File: src/sv/wavhps_pkg.sv
`timescale 1ns / 1ps

package wavhps_pkg;

    // Result kinds
    localparam logic [1:0] KIND_SAMPLE    = 2'd0;
    localparam logic [1:0] KIND_FORMAT_OK = 2'd1;
    localparam logic [1:0] KIND_INVALID   = 2'd2;
    localparam logic [1:0] KIND_TOO_SHORT = 2'd3;

    // Four-character codes, first character in the low byte
    localparam logic [31:0] TAG_WAVE = 32'h4556_4157;
    localparam logic [31:0] TAG_FMT  = 32'h2074_6D66;
    localparam logic [31:0] TAG_DATA = 32'h6174_6164;
    localparam logic [31:0] TAG_LIST = 32'h5453_494C;
    localparam logic [31:0] TAG_FACT = 32'h7463_6166;

    // Chunk length limits
    localparam logic [31:0] FMT_LEN_MIN  = 32'd16;
    localparam logic [31:0] FMT_LEN_MAX  = 32'd100;
    localparam logic [31:0] DATA_LEN_MIN = 32'd256;

    // Input transaction payload
    typedef struct packed {
        logic [7:0] file_byte;
        logic       last_byte;
    } in_item_t;

    // Result transaction payload
    typedef struct packed {
        logic [1:0]  result_kind;
        logic [7:0]  amplitude;
        logic [31:0] sample_rate;
        logic [1:0]  channels;
        logic        sixteen_bit;
    } out_item_t;

    // Byte classification computed at the front
    typedef struct packed {
        logic is_zero;
        logic is_one;
        logic is_two;
        logic is_eight;
        logic is_sixteen;
        logic msb;
    } byte_class_t;

    // Queue entry between front and back
    typedef struct packed {
        logic [7:0]  file_byte;
        logic        last_byte;
        byte_class_t cls;
    } queue_item_t;

endpackage

File: src/sv/wavhps_front.sv
`timescale 1ns / 1ps

module wavhps_front (
    input  wavhps_pkg::in_item_t    in_item,
    output wavhps_pkg::queue_item_t q_item
);

    // Decode the byte values the parser tests against
    always_comb begin
        q_item.file_byte      = in_item.file_byte;
        q_item.last_byte      = in_item.last_byte;
        q_item.cls.is_zero    = (in_item.file_byte == 8'd0);
        q_item.cls.is_one     = (in_item.file_byte == 8'd1);
        q_item.cls.is_two     = (in_item.file_byte == 8'd2);
        q_item.cls.is_eight   = (in_item.file_byte == 8'd8);
        q_item.cls.is_sixteen = (in_item.file_byte == 8'd16);
        q_item.cls.msb        = in_item.file_byte[7];
    end

endmodule

File: src/sv/wavhps_queue.sv
`timescale 1ns / 1ps

module wavhps_queue #(
    parameter int DEPTH = 2
) (
    input  logic                    aclk,
    input  logic                    aresetn,
    input  logic                    push,
    input  wavhps_pkg::queue_item_t push_item,
    output logic                    full,
    input  logic                    pop,
    output logic                    not_empty,
    output wavhps_pkg::queue_item_t pop_item
);

    localparam int PW = (DEPTH > 1) ? $clog2(DEPTH) : 1;
    localparam int CW = $clog2(DEPTH + 1);
    localparam logic [CW-1:0] COUNT_FULL = CW'(DEPTH);
    localparam logic [PW-1:0] PTR_LAST   = PW'(DEPTH - 1);

    wavhps_pkg::queue_item_t entry_reg [DEPTH];
    logic [PW-1:0] wr_ptr_reg, wr_ptr_next;
    logic [PW-1:0] rd_ptr_reg, rd_ptr_next;
    logic [CW-1:0] count_reg, count_next;
    logic          do_push, do_pop;

    assign full      = (count_reg == COUNT_FULL);
    assign not_empty = (count_reg != '0);
    assign pop_item  = entry_reg[rd_ptr_reg];
    assign do_push   = push && !full;
    assign do_pop    = pop && not_empty;

    // Pointer and occupancy update
    always_comb begin
        wr_ptr_next = wr_ptr_reg;
        rd_ptr_next = rd_ptr_reg;
        count_next  = count_reg;
        if (do_push) begin
            wr_ptr_next = (wr_ptr_reg == PTR_LAST) ? '0 : wr_ptr_reg + 1'b1;
        end
        if (do_pop) begin
            rd_ptr_next = (rd_ptr_reg == PTR_LAST) ? '0 : rd_ptr_reg + 1'b1;
        end
        if (do_push && !do_pop) begin
            count_next = count_reg + 1'b1;
        end else if (do_pop && !do_push) begin
            count_next = count_reg - 1'b1;
        end
    end

    always_ff @(posedge aclk) begin
        if (!aresetn) begin
            wr_ptr_reg <= '0;
            rd_ptr_reg <= '0;
            count_reg  <= '0;
        end else begin
            wr_ptr_reg <= wr_ptr_next;
            rd_ptr_reg <= rd_ptr_next;
            count_reg  <= count_next;
        end
    end

    // Storage, no reset
    always_ff @(posedge aclk) begin
        if (do_push) begin
            entry_reg[wr_ptr_reg] <= push_item;
        end
    end

endmodule

File: src/sv/wavhps_back.sv
`timescale 1ns / 1ps

module wavhps_back (
    input  logic                    aclk,
    input  logic                    aresetn,
    input  logic                    q_not_empty,
    input  wavhps_pkg::queue_item_t q_item,
    output logic                    q_pop,
    output logic                    m_valid,
    input  logic                    m_ready,
    output wavhps_pkg::out_item_t   m_data
);

    typedef enum logic [5:0] {
        PH_HDR  = 6'b000001,
        PH_CHDR = 6'b000010,
        PH_FMT  = 6'b000100,
        PH_SKIP = 6'b001000,
        PH_PLAY = 6'b010000,
        PH_HALT = 6'b100000
    } phase_t;

    // Byte offsets inside the headers
    localparam logic [31:0] HDR_TAG_START = 32'd8;
    localparam logic [31:0] HDR_LEN       = 32'd12;
    localparam logic [31:0] CHDR_TAG_LEN  = 32'd4;
    localparam logic [31:0] CHDR_LEN      = 32'd8;
    localparam logic [3:0]  FMT_CODE_LO   = 4'd0;
    localparam logic [3:0]  FMT_CODE_HI   = 4'd1;
    localparam logic [3:0]  FMT_CHAN_LO   = 4'd2;
    localparam logic [3:0]  FMT_CHAN_HI   = 4'd3;
    localparam logic [3:0]  FMT_RATE_B0   = 4'd4;
    localparam logic [3:0]  FMT_RATE_B1   = 4'd5;
    localparam logic [3:0]  FMT_RATE_B2   = 4'd6;
    localparam logic [3:0]  FMT_RATE_B3   = 4'd7;
    localparam logic [3:0]  FMT_BITS_LO   = 4'd14;
    localparam logic [3:0]  FMT_BITS_HI   = 4'd15;

    phase_t      phase_reg, phase_next;
    logic [31:0] count_reg, count_next;
    logic [31:0] tag_reg, tag_next;
    logic [31:0] len_reg, len_next;
    logic        stereo_reg, stereo_next;
    logic        wide_reg, wide_next;
    logic [31:0] rate_reg, rate_next;
    logic        fmt_seen_reg, fmt_seen_next;
    logic [1:0]  frame_reg, frame_next;

    logic                  m_valid_reg, m_valid_next;
    wavhps_pkg::out_item_t m_data_reg, m_data_next;

    logic        take;
    logic        res_hit;
    logic [1:0]  res_kind;
    logic [7:0]  res_amp;
    logic [31:0] count_inc;
    logic [31:0] tag_shift;
    logic [31:0] len_shift;
    logic [31:0] fmt_rest;
    logic        fmt_bad;
    logic        fmt_done;
    logic [1:0]  frame_inc;
    logic [2:0]  frame_size;
    logic [7:0]  b;

    assign q_pop   = take;
    assign m_valid = m_valid_reg;
    assign m_data  = m_data_reg;
    assign take    = q_not_empty && (!m_valid_reg || m_ready);

    assign b          = q_item.file_byte;
    assign count_inc  = count_reg + 32'd1;
    assign tag_shift  = {b, tag_reg[31:8]};
    assign len_shift  = {b, len_reg[31:8]};
    assign fmt_rest   = len_reg - wavhps_pkg::FMT_LEN_MIN;
    assign frame_inc  = frame_reg + 2'd1;
    assign frame_size = {wide_reg && stereo_reg, wide_reg ^ stereo_reg,
                         !wide_reg && !stereo_reg};

    // Parser state update for one byte
    always_comb begin
        phase_next    = phase_reg;
        count_next    = count_reg;
        tag_next      = tag_reg;
        len_next      = len_reg;
        stereo_next   = stereo_reg;
        wide_next     = wide_reg;
        rate_next     = rate_reg;
        fmt_seen_next = fmt_seen_reg;
        frame_next    = frame_reg;
        res_hit       = 1'b0;
        res_kind      = wavhps_pkg::KIND_INVALID;
        res_amp       = 8'd0;
        fmt_bad       = 1'b0;
        fmt_done      = 1'b0;

        case (phase_reg)
            PH_HDR: begin
                if (count_reg >= HDR_TAG_START) begin
                    tag_next = tag_shift;
                end
                count_next = count_inc;
                if (count_inc == HDR_LEN) begin
                    count_next = 32'd0;
                    if (tag_shift == wavhps_pkg::TAG_WAVE) begin
                        phase_next = PH_CHDR;
                    end else begin
                        res_hit    = 1'b1;
                        phase_next = PH_HALT;
                    end
                end
            end
            PH_CHDR: begin
                if (count_reg < CHDR_TAG_LEN) begin
                    tag_next = tag_shift;
                end else begin
                    len_next = len_shift;
                end
                count_next = count_inc;
                // Chunk header complete: decide by id and length
                if (count_inc == CHDR_LEN) begin
                    count_next = 32'd0;
                    if (tag_reg == wavhps_pkg::TAG_FMT) begin
                        if (len_shift < wavhps_pkg::FMT_LEN_MIN ||
                            len_shift > wavhps_pkg::FMT_LEN_MAX) begin
                            res_hit    = 1'b1;
                            phase_next = PH_HALT;
                        end else begin
                            phase_next = PH_FMT;
                        end
                    end else if (tag_reg == wavhps_pkg::TAG_DATA) begin
                        if (!fmt_seen_reg) begin
                            res_hit    = 1'b1;
                            phase_next = PH_HALT;
                        end else if (len_shift < wavhps_pkg::DATA_LEN_MIN) begin
                            res_hit    = 1'b1;
                            res_kind   = wavhps_pkg::KIND_TOO_SHORT;
                            phase_next = PH_HALT;
                        end else begin
                            frame_next = 2'd0;
                            phase_next = PH_PLAY;
                        end
                    end else if (tag_reg == wavhps_pkg::TAG_LIST ||
                                 tag_reg == wavhps_pkg::TAG_FACT) begin
                        if (len_shift == 32'd0) begin
                            phase_next = PH_CHDR;
                        end else begin
                            count_next = len_shift;
                            phase_next = PH_SKIP;
                        end
                    end else begin
                        res_hit    = 1'b1;
                        phase_next = PH_HALT;
                    end
                end
            end
            PH_FMT: begin
                case (count_reg[3:0])
                    FMT_CODE_LO: fmt_bad = !q_item.cls.is_one;
                    FMT_CODE_HI: fmt_bad = !q_item.cls.is_zero;
                    FMT_CHAN_LO: begin
                        fmt_bad     = !(q_item.cls.is_one || q_item.cls.is_two);
                        stereo_next = q_item.cls.is_two;
                    end
                    FMT_CHAN_HI: fmt_bad = !q_item.cls.is_zero;
                    FMT_RATE_B0, FMT_RATE_B1, FMT_RATE_B2, FMT_RATE_B3: begin
                        rate_next = {b, rate_reg[31:8]};
                    end
                    FMT_BITS_LO: begin
                        fmt_bad   = !(q_item.cls.is_eight || q_item.cls.is_sixteen);
                        wide_next = q_item.cls.is_sixteen;
                    end
                    FMT_BITS_HI: begin
                        fmt_bad  = !q_item.cls.is_zero;
                        fmt_done = q_item.cls.is_zero;
                    end
                    default: begin
                    end
                endcase
                count_next = count_inc;
                if (fmt_bad) begin
                    res_hit    = 1'b1;
                    phase_next = PH_HALT;
                end else if (fmt_done) begin
                    res_hit       = 1'b1;
                    res_kind      = wavhps_pkg::KIND_FORMAT_OK;
                    fmt_seen_next = 1'b1;
                    // Skip any extension bytes past the basic 16
                    if (fmt_rest == 32'd0) begin
                        count_next = 32'd0;
                        phase_next = PH_CHDR;
                    end else begin
                        count_next = fmt_rest;
                        phase_next = PH_SKIP;
                    end
                end
            end
            PH_SKIP: begin
                count_next = count_reg - 32'd1;
                if (count_reg == 32'd1) begin
                    phase_next = PH_CHDR;
                end
            end
            PH_PLAY: begin
                // Left channel: byte 0 of an 8-bit frame, byte 1 of a 16-bit one
                if (frame_reg == {1'b0, wide_reg}) begin
                    res_hit  = 1'b1;
                    res_kind = wavhps_pkg::KIND_SAMPLE;
                    res_amp  = (wide_reg && q_item.cls.msb) ? 8'd0 : b;
                end
                frame_next = ({1'b0, frame_inc} >= frame_size) ? 2'd0 : frame_inc;
            end
            default: begin
            end
        endcase

        // Final byte: report an unfinished header, then start over
        if (q_item.last_byte) begin
            if (!res_hit && (phase_next == PH_HDR || phase_next == PH_CHDR ||
                             phase_next == PH_FMT || phase_next == PH_SKIP)) begin
                res_hit  = 1'b1;
                res_kind = wavhps_pkg::KIND_INVALID;
            end
            phase_next    = PH_HDR;
            count_next    = 32'd0;
            tag_next      = 32'd0;
            len_next      = 32'd0;
            stereo_next   = 1'b0;
            wide_next     = 1'b0;
            rate_next     = 32'd0;
            fmt_seen_next = 1'b0;
            frame_next    = 2'd0;
        end
    end

    // Output register; format fields come from the updated state
    always_comb begin
        m_valid_next = m_valid_reg;
        m_data_next  = m_data_reg;
        if (m_ready) begin
            m_valid_next = 1'b0;
        end
        if (take && res_hit) begin
            m_valid_next            = 1'b1;
            m_data_next.result_kind = res_kind;
            m_data_next.amplitude   = res_amp;
            m_data_next.sample_rate = 32'd0;
            m_data_next.channels    = 2'd0;
            m_data_next.sixteen_bit = 1'b0;
            if (res_kind == wavhps_pkg::KIND_FORMAT_OK) begin
                m_data_next.sample_rate = rate_next;
                m_data_next.channels    = stereo_next ? 2'd2 : 2'd1;
                m_data_next.sixteen_bit = wide_next;
            end
        end
    end

    always_ff @(posedge aclk) begin
        if (!aresetn) begin
            phase_reg    <= PH_HDR;
            count_reg    <= 32'd0;
            tag_reg      <= 32'd0;
            len_reg      <= 32'd0;
            stereo_reg   <= 1'b0;
            wide_reg     <= 1'b0;
            rate_reg     <= 32'd0;
            fmt_seen_reg <= 1'b0;
            frame_reg    <= 2'd0;
            m_valid_reg  <= 1'b0;
        end else begin
            if (take) begin
                phase_reg    <= phase_next;
                count_reg    <= count_next;
                tag_reg      <= tag_next;
                len_reg      <= len_next;
                stereo_reg   <= stereo_next;
                wide_reg     <= wide_next;
                rate_reg     <= rate_next;
                fmt_seen_reg <= fmt_seen_next;
                frame_reg    <= frame_next;
            end
            m_valid_reg <= m_valid_next;
        end
    end

    // Result payload, no reset
    always_ff @(posedge aclk) begin
        m_data_reg <= m_data_next;
    end

endmodule

File: src/sv/wav_header_parse_sample_extract_unit.sv
`timescale 1ns / 1ps

// Channel   Ports                        Payload
// input     s_valid, s_ready, s_data     file_byte, last_byte
// result    m_valid, m_ready, m_data     result_kind, amplitude, sample_rate,
//                                        channels, sixteen_bit
//
// One byte per cycle sustained while results are taken; m_valid for a byte's
// result rises after the queue write, then the parser's output register.
// The parser consumes one queued byte per cycle whenever its output register
// is empty or being taken; a result stall holds the parser and backs up the
// queue, and s_ready drops once the queue is full.
// aresetn is synchronous, active low; the parser restarts at the file header.

module wav_header_parse_sample_extract_unit #(
    parameter int QUEUE_DEPTH = 2
) (
    input  logic                  aclk,
    input  logic                  aresetn,
    input  logic                  s_valid,
    output logic                  s_ready,
    input  wavhps_pkg::in_item_t  s_data,
    output logic                  m_valid,
    input  logic                  m_ready,
    output wavhps_pkg::out_item_t m_data
);

    wavhps_pkg::queue_item_t front_item;
    wavhps_pkg::queue_item_t back_item;
    logic                    q_full;
    logic                    q_not_empty;
    logic                    q_pop;

    assign s_ready = !q_full;

    // Front: classify incoming byte
    wavhps_front u_front (
        .in_item (s_data),
        .q_item  (front_item)
    );

    // Queue decoupling intake from the parser
    wavhps_queue #(
        .DEPTH (QUEUE_DEPTH)
    ) u_queue (
        .aclk      (aclk),
        .aresetn   (aresetn),
        .push      (s_valid),
        .push_item (front_item),
        .full      (q_full),
        .pop       (q_pop),
        .not_empty (q_not_empty),
        .pop_item  (back_item)
    );

    // Back: header parser and sample extractor
    wavhps_back u_back (
        .aclk        (aclk),
        .aresetn     (aresetn),
        .q_not_empty (q_not_empty),
        .q_item      (back_item),
        .q_pop       (q_pop),
        .m_valid     (m_valid),
        .m_ready     (m_ready),
        .m_data      (m_data)
    );

endmodule
File: config.mk
export PLATFORM = sky130hd
export DESIGN_NAME = wav_header_parse_sample_extract_unit
export DESIGN_NICKNAME = d
export VERILOG_FILES = /design/src/sv/wavhps_pkg.sv /design/src/sv/wavhps_front.sv /design/src/sv/wavhps_queue.sv /design/src/sv/wavhps_back.sv /design/src/sv/wav_header_parse_sample_extract_unit.sv
export SDC_FILE = /design/constraint.sdc
export NUM_CORES = 1
export LEC_CHECK = 0
export ABC_AREA = 1
export BUFFER_PORTS_ARGS = -buffer_cell sky130_fd_sc_hd__buf_4
export CAP_MARGIN = 20
export CELL_PAD_IN_SITES_DETAIL_PLACEMENT = 2
export CELL_PAD_IN_SITES_GLOBAL_PLACEMENT = 2
export CORE_ASPECT_RATIO = 1.5
export CORE_MARGIN = 10
export CORE_UTILIZATION = 32
export DETAILED_ROUTE_END_ITERATION = 10
export PLACE_DENSITY = 0.82
export SLEW_MARGIN = 10
export SYNTH_ARGS = -nofsm -noshare
export SYNTH_HDL_FRONTEND = slang
export SYNTH_HIERARCHICAL = 1
export SYNTH_SLANG_ARGS = --single-unit
export TNS_END_PERCENT = 30
File: constraint.sdc
create_clock -name aclk -period 3.9 [get_ports aclk]
set_clock_uncertainty 0.2 [all_clocks]
set_input_delay 0.585 -clock aclk [delete_from_list [all_inputs] [get_ports aclk]]
set_output_delay 0.585 -clock aclk [all_outputs]
set_load 0.05 [all_outputs]
Word level (Yosys, flattened, before mapping). Memory sizes are Yosys's and may differ from the RTL's. A register that Yosys moved wholly into a read port is not among the register bits. Index checks and enable logic that the tools add are counted.

Bits in registers: 189. RAM bits: 30. Bits of input ports: 13. Output and inout bits: 47. Word-level logic and storage cells: 224. Memories: 1.

$add $sub $neg: 8. Order comparisons: 6. Eq/ne operators: 42. Multiplexer cells: 96. Bitwise gates (word level): 3. Reduce and logical (&&, ||, !) cells: 50.

Memories: u_queue.entry_reg (depth 2, bits a word 15, read ports 1, clocked after memory_dff 1, wr ports 1, line wavhps_queue.sv:21) `wavhps_pkg::queue_item_t entry_reg [DEPTH];`.

Operators with widths (count): two-way mux 32 bit (19); equality test 32 x 31 -> 1 bit, second input constant (4); one-hot mux 32 bit (4 select lines) (1); two-way mux 6 bit (13); equality test 32 x 4 -> 1 bit, second input constant (2); zero test 32 bit (2); one-hot mux 32 bit (2 select lines) (1); two-way mux 2 bit (19); two-way mux 1 bit (36); adder 32 x 1 -> 32 bit, second input constant (1); equality test 32 x 1 -> 1 bit, second input constant (1); equality test 32 x 30 -> 1 bit, second input constant (1); >= comparator 32 x 4 -> 1 bit, second input constant (1); greater-than comparator 32 x 7 -> 1 bit, second input constant (1); less-than comparator 32 x 3 -> 1 bit, second input constant (1); less-than comparator 32 x 5 -> 1 bit, second input constant (1); less-than comparator 32 x 9 -> 1 bit, second input constant (1); subtractor 32 x 1 -> 32 bit, second input constant (1); subtractor 32 x 5 -> 32 bit, second input constant (1); one-hot mux 6 bit (4 select lines) (1); equality test 4 x 3 -> 1 bit, second input constant (4); != test 3 x 2 -> 1 bit, second input constant (5); equality test 6 x 1 -> 1 bit, second input constant (2); equality test 6 x 2 -> 1 bit, second input constant (2); 39 further kinds (84).

Depth between registers and ports, before layout. Gate-level depths: netlist of run 1.

Word-level depth: 16. Gate-level depth with buffers: 22. Depth with buffers taken out: 22.

Modules after synthesis. The synthesis of run 1 kept the hierarchy.

By module, submodules not included: wavhps_back (times used 1, cells each 1936, area each 12431.9 µm², seq. area each 4154.0 µm²); wavhps_queue (times used 1, cells each 84, area each 1383.8 µm², seq. area each 1001.0 µm²); wavhps_front (times used 1, cells each 33, area each 166.4 µm², seq. area each 0.0 µm²); wav_header_parse_sample_extract_unit (times used 1, cells each 1, area each 3.8 µm², seq. area each 0.0 µm²).

Worst setup path before layout of run 1. Ideal clock, no wire load.

Path kind: reg-to-reg. From: register with a tool-made name. To: register u_back.m_data_reg, in the netlist u_back/m_data[0] (enable). Data arrival time: 3.140 ns. Path slack: 0.161 ns. Cell stages (with the launch flop): 21. Cells stage by stage: dfxtp_1 > buf_6 > buf_12 > mux2_4 > nor2_1 > nand3_1 > nor3b_1 > nand3_1 > inv_1 > nand2_1 > nor2_1 > nand2_1 > nand4_1 > nand3_1 > nand2_1 > nor2_1 > nand3_1 > nor2_1 > nand3_1 > nand3_1 > inv_1.

RTL lines: end signal, assigned (line wavhps_back.sv:288) `m_data_reg <= m_data_next;`; end, declared (line wavhps_back.sv:50) `wavhps_pkg::out_item_t m_data_reg, m_data_next;`.

Worst setup path after layout of run 1.
From: register u_back.len_reg[9]. To: register u_back.m_data_reg, in the netlist u_back/m_data[30] (enable).

Cells in the longest elaborated chain, start to end: 15. Elaborated cells on any way between the ends: 38.

RTL lines: start, declared (line wavhps_back.sv:42) `logic [31:0] len_reg, len_next;`; start signal, assigned (line wavhps_back.sv:275) `len_reg <= len_next;`; branches (longest 13 deep; another with subtractor 32 x 5 -> 32 bit); two-way mux 1 bit (*) (line wavhps_back.sv:218) `if (q_item.last_byte) begin`; logical AND 1 bit (*) (line wavhps_back.sv:243) `if (take && res_hit) begin`.

Mark *: on every way between the ends. A chain may end at the register's enable or synchronous reset.

==> results.ini, run 1 <==
[floorplan]
start_util_pct = 32.48
num_rows = 93
fp.dieW_um = 190.7
die_area_sq_um = 52640
core_sq_um = 43050
die_height_um = 276.0
ios = 60

[yosys]
synth_cell_types = 59
ys_warn_count = 6
synth_area_sq_um = 13990
synth_top_area_share_pct = 20.76
synth_edf_count = 75
netlist_top_cells_area = dfxtp_1 (21%), edfxtp_1 (16%), nand2_1 (12%)
yosysMostFrequentCell = nand2_1
synthTopCellsByCount = nand2_1 (448), nor2_1 (303), inv_1 (232), a21oi_1 (181), dfxtp_1 (145)
ys_seq_elements = 220
ys.flop_type = dfxtp_1
synth.yosys.seq_area_share_pct = 36.86
synth_nets = 2080
async_reset_ff_share_pct = 0
avgSynthCellArea_sq_um = 6.809
yosys.area.top_type = dfxtp_1
syn_inst = 2054

[setup_path]
worst_path_most_repeated_cell = nand2_1
end_kind = flop
cp_max_fo = 45
required_ns = 3.99
cp-start-kind = flop
path_buf_inv = 3
cp_top_family = simple AND/OR/NAND/NOR gates
rrSetupSlack_ns = 0.24
path_cells = nor2_2 -> nand2_1 -> nor2_4 -> nand2_1 -> nand2_1 -> nand2_1 -> inv_1 -> nand3b_1 -> nor2_1 -> nand2_1 -> nor2_1 -> nand3_1 -> nand2_4 -> o21a_1 -> nand2_1 -> nor2_1 -> nand3_1 -> nand3_1 -> inv_2 -> buf_12
critPathKind = flop to flop
critical-path-slowest-cell = dfxtp_1
critPathMaxStageDelay_ns = 0.40
arrival_ns = 3.76

[route]
avgRoutedWirePerCell_um = 25.02
route.vias.total = 15280
firstDrtPassIters = 5
ant_nets = 0
remaining_drc_errors = 0
drt-initial-drc-count = 927
viasPerCell = 5.632
wl_um = 67880

[clock_network]
cts-root-buf = clkbuf_16
cts.sinks = 220
clock_latency_ns = 0.58
clk_path_buf_depth = 3
clk_transition_reported_paths_ns = 0.07
numCtsBuffers = 26
cts_tree = done
htreeDepth = 1

[sta]
period_minus_slack_ns = 3.664
slew_violations = 0
max-slew-margin-rel_pct = 43.19
final-hold-violation-count = 0
period_share_pct = 93.94
setup_viol = 0
tightest_slew_ns = 0.8490
holdWs_ns = 0.02774
max_freq_mhz = 272.9

[grt]
grt_overflow = 0
antenna_found_initial = 2
grt_max_degree = 67
grt_pass1_wl_um = 103500
grt_pass1_vias = 17020
globalRouteTotalUtil_pct = 25.15

[placed_design]
io_buffers = 59
hpwl_um = 52320
finalWeightedCongestion = 0.9734

[flow_run]
drv_cap = 0

[finish]
drive_above_1_share_pct = 13.82
largest_reg_flops = 45
multi_input_area_sq_um = 7521
register_area_sq_um = 5190
fin_util_pct = 37.88
area_growth_pct = 16.62
nets = 2148
fillCellCount = 5216

[power]
p_leak_uw = 0.006589
peakVddDrop_mv = 0.7349
p_per_area_nw_per_um2 = 581.6

[hold_path]
hold_path_class = input port to flop

[outcome]
status = complete, no violations

==> power by group <==
group | leakage, uW | switching, uW | internal [uW]
Sequential | 0.00190 | 382 | 2930
Clock | 0.000429 | 1130 | 1480
Combinational | 0.00426 | 2610 | 958
Total | 0.00659 | 4120 | 5370
==> area by class of cell <==
class | instances | area share, %
Sequential cell | 220 | 31.82
Timing Repair Buffer | 139 | 6.643
Antenna cell | 1 | 0.01534
Clock buffer | 32 | 4.250
Clock inverter | 16 | 1.181
Multi-Input combinational cell | 1493 | 46.11
Inverter | 242 | 5.608
Tap cell | 570 | 4.373
==> per-stage QoR <==
stage | power [uW] | setup WS [ns] | setup TNS, ns | std cells | cell area, sq um
after floorplan | 5486 | 0.1609 | 0 | 2054 | 13990
after global placement | 6660 | -0.2113 | -9.326 | 2659 | 15260
after detailed placement | 6864 | -0.2429 | -10.72 | 2659 | 15260
after CTS | 9542 | 0.003447 | 0 | 2708 | 16160
after global routing | 9982 | -0.008115 | -0.1469 | 2712 | 16310
final | 9486 | 0.2362 | 0 | 2713 | 16310
==> timing repair <==
action,CTS,global route
hold buffers,1,0
pin swaps,0,4
resized for setup,2,50
endpoints found under the hold margin,2,0
setup endpoints to repair,45,71
setup buffers,0,3
cloned,0,1
==> cells by family after synthesis <==
| kind of cell | Yosys count | share of synthesized area (%) |
|---|---|---|
| AND/OR/NAND/NOR | 1029 | 32.44 |
| AO/OA/AOI/OAI | 424 | 17.20 |
| buffers and inverters | 342 | 10.17 |
| flip-flops | 220 | 36.86 |
| multiplexers | 15 | 1.476 |
| adder cells (fa/ha/maj) | 13 | 1.163 |
| XOR/XNOR | 11 | 0.6888 |
==> cell usage in the layout (no fill, tap or decap), types with 7 or more instances in the layout <==
cell / instances
nor2_1: 289
o21ai_0: 113
inv_2: 10
buf_4: 135
ha_1: 12
inv_1: 229
clkbuf_16: 26
nor3_1: 37
dfxtp_1: 125
dfxtp_2: 16
o21ai_1: 25
edfxtp_1: 75
nor2_4: 9
a21oi_1: 180
nor2_2: 25
nor4_1: 22
nand2_1: 444
o211ai_1: 36
a211oi_1: 33
o221ai_1: 7
nand3_1: 115
mux2_4: 10
nand3b_1: 7
nand2_2: 7
xor2_1: 10
nand4_1: 49
==> final timing paths <==
| check | startpoint | end | depth (start not counted) |
|---|---|---|---|
| worst max-delay path | u_back/len_reg[9] | u_back/m_data[30] | 20 |
| worst min register to register | u_back/tag_reg[7] | u_back/tag_reg[7] | 2 |
| worst max register to register | u_back/len_reg[9] | u_back/m_data[30] | 20 |
| worst min-delay path | s_data[3] | u_queue/entry_reg[1][9] | 1 |
==> per-layer routing <==
metal	vias up	part of all wire (%)	track usage, %
li1	6995	-	-
met1	7702	35	24.69
met2	367	54	47.39
met3	213	3.6	3.437
met4	2	7.5	16.78
met5	-	0.019	0
Note: power is estimated with default switching activity, not from simulation.
==> run 2, diff against run 1 <==
CORE_UTILIZATION = 36   (was 32)
PLACE_DENSITY = 0.86   (was 0.82)
clock period = 3.82 ns   (was 3.9 ns; I/O delays follow)
==> results.ini, run 2 (synthesized netlist as in run 1, its figures left out) <==
[sta]
final-hold-violation-count = 0  ; unchanged
fin_ws_ns = -0.05682  ; -0.2930 ns
period_share_pct = 101.5  ; +7.5 points
holdWs_ns = 0.01216  ; -0.01557 ns
tightest_slew_ns = 1.078  ; +0.2286 ns
fin_tns_setup_ns = -0.3196  ; -0.3196 ns
slew_violations = 0  ; unchanged
max-slew-margin-rel_pct = 28.16  ; -15 points
rsz0062_at_grt = yes
setup_viol = 8  ; +8
period_minus_slack_ns = 3.877  ; +0.2130 ns
max_freq_mhz = 257.9  ; -5.5%

[clock_network]
cts.sinks = 220  ; unchanged
clock_latency_ns = 0.60  ; +0.02 ns
clk_path_buf_depth = 3  ; unchanged
clk_transition_reported_paths_ns = 0.07  ; about the same
numCtsBuffers = 25  ; -3.8%
htreeDepth = 1  ; unchanged
cts-root-buf = clkbuf_16
cts_tree = done

[setup_path]
end_kind = flop
cp_max_fo = 22  ; -51%
arrival_ns = 4.08  ; +0.32 ns
required_ns = 4.02  ; +0.03 ns
critPathKind = flop to flop
critPathMaxStageDelay_ns = 0.87  ; +0.47 ns
rrSetupSlack_ns = -0.06  ; -0.29 ns
cp-start-kind = flop
path_cells = inv_1 -> nor4_4 -> inv_1 -> nand2_1 -> o21ai_1 -> a21oi_1 -> nand2_2 -> a21oi_1 -> a211oi_1
critical-path-slowest-cell = a21oi_1

[finish]
fillCellCount = 4382  ; -16%
nets = 2185  ; +1.7%
drive_above_1_share_pct = 17.58  ; +3.8 points
stdcell_area_sq_um = 16720  ; +2.5%
largest_reg_flops = 45  ; unchanged
layout_common_cells = nand2_1 (428), nor2_1 (268), inv_1 (226)
final_common_cell = nand2_1
area_growth_pct = 19.57

[floorplan]
die_height_um = 261.4  ; -5.3%
start_util_pct = 36.40  ; +3.9 points
fp.dieW_um = 180.9  ; -5.1%
die_area_sq_um = 47300  ; -10%
core_sq_um = 38430  ; -11%
num_rows = 88  ; -5.4%
ios = 60  ; unchanged

[placed_design]
hpwl_um = 53570  ; +2.4%
io_buffers = 59  ; unchanged
finalWeightedCongestion = 0.9890  ; +1.6%
dpl_cell_area_sq_um = 15310  ; +0.38%

[grt]
antenna_found_initial = 4  ; +2
grt_overflow = 0  ; unchanged
grt_max_degree = 49  ; -27%
met3_usage_pct = 6.189  ; +2.8 points
grt_busiest_layer = met2
globalRouteTotalUtil_pct = 32.80  ; +7.6 points
use_met1_pct = 31.89  ; +7.2 points
gr-usage-met2_pct = 58.73  ; +11 points
grt_pass1_vias = 18090  ; +6.2%
grt_pass1_wl_um = 118800  ; +15%

[route]
remaining_drc_errors = 0  ; unchanged
ant_nets = 0  ; unchanged
drt-initial-drc-count = 1340  ; +45%
viasPerCell = 6.206  ; +10%
avgRoutedWirePerCell_um = 30.53  ; +22%
firstDrtPassIters = 5  ; unchanged
wl_um = 81640  ; +20%
route.vias.total = 16590  ; +8.6%

[power]
p_per_area_nw_per_um2 = 618.0  ; +6.3%
peakVddDrop_mv = 0.7390  ; +0.56%
p_leak_uw = 0.006797  ; +3.2%

[outcome]
violations = negative setup slack
status = finished, violations left

[flow_run]
drv_cap = 0  ; unchanged

[hold_path]
hold_path_class = input port to flop

==> run 2: cell count changes in the layout (fill, tap and decap cells not counted), sizes merged <==
cell         previous run  this run
buf                   138       173
clkbuf                 32        33
clkinv                  9         5
clkinvlp                2         5
dlygate4sd3             1         5
inv                   244       242
nor2                  325       324
==> run 2: per-layer routing <==
metal  wire (um)  vias up
li1            -     7064
met1       27480     8228
met2       40510      874
met3        4916      422
met4        8686        6
met5          46        -
==> run 2: per-stage QoR <==
step / instances / setup slack (ns) / power, uW / util (%)
final: 2674 / -0.05682 / 10340 / 43.52
after floorplan: 2054 / 0.08088 / 5601 / -
after CTS: 2658 / 0.003283 / 10010 / 42.39
after global placement: 2606 / 0.009142 / 6860 / 39.85
after detailed placement: 2606 / -0.06693 / 7117 / 39.85
after global routing: 2673 / -0.1667 / 10630 / 43.51
==> run 2: worst paths after layout <==
| kind | startpoint | end | depth (start not counted) |
|---|---|---|---|
| setup / recovery | u_back/phase_reg[1] | u_back/tag_reg[28] | 9 |
| hold / removal | s_data[1] | u_queue/entry_reg[1][7] | 1 |
| setup reg to reg | u_back/phase_reg[1] | u_back/tag_reg[28] | 9 |
| hold reg to reg | u_back/tag_reg[6] | u_back/tag_reg[6] | 2 |
==> run 2: cell type report <==
| cell class | instances | area, sq um | share of cell area [%] |
|---|---|---|---|
| Antenna cell | 1 | 2.502 | 0.01496 |
| Multi-Input combinational cell | 1492 | 7739 | 46.27 |
| Tap cell | 495 | 619.3 | 3.703 |
| Sequential cell | 220 | 5207 | 31.14 |
| Inverter | 242 | 915.9 | 5.477 |
| Clock buffer | 33 | 665.6 | 3.980 |
| Clock inverter | 13 | 178.9 | 1.070 |
| Timing Repair Buffer | 178 | 1395 | 8.342 |
==> run 2: timing repair <==
| item | 4_1_cts | 5_1_grt |
|---|---|---|
| setup buffers | 0 | 15 |
| endpoints found under the hold margin | 9 | 0 |
| gates cloned | 1 | 0 |
| setup endpoints to repair | 50 | 74 |
| pin swaps | 2 | 18 |
| resized for setup | 20 | 111 |
| hold buffers | 5 | 0 |
==> run 2: where the power goes <==
group	internal, uW	total [uW]	switching [uW]
combinational	1070	4200	3130
sequential	2990	3470	480
clock	1450	2670	1210
total	5510	10300	4830
==> run 2: worst max-delay path: cells and delay by family, from the launching register on <==
| family | cells | cell delay [ns] |
|---|---|---|
| flops | 1 | 0.58 |
| buf+inv | 2 | 0.49 |
| compound gates | 4 | 1.33 |
| simple gates | 3 | 1.09 |
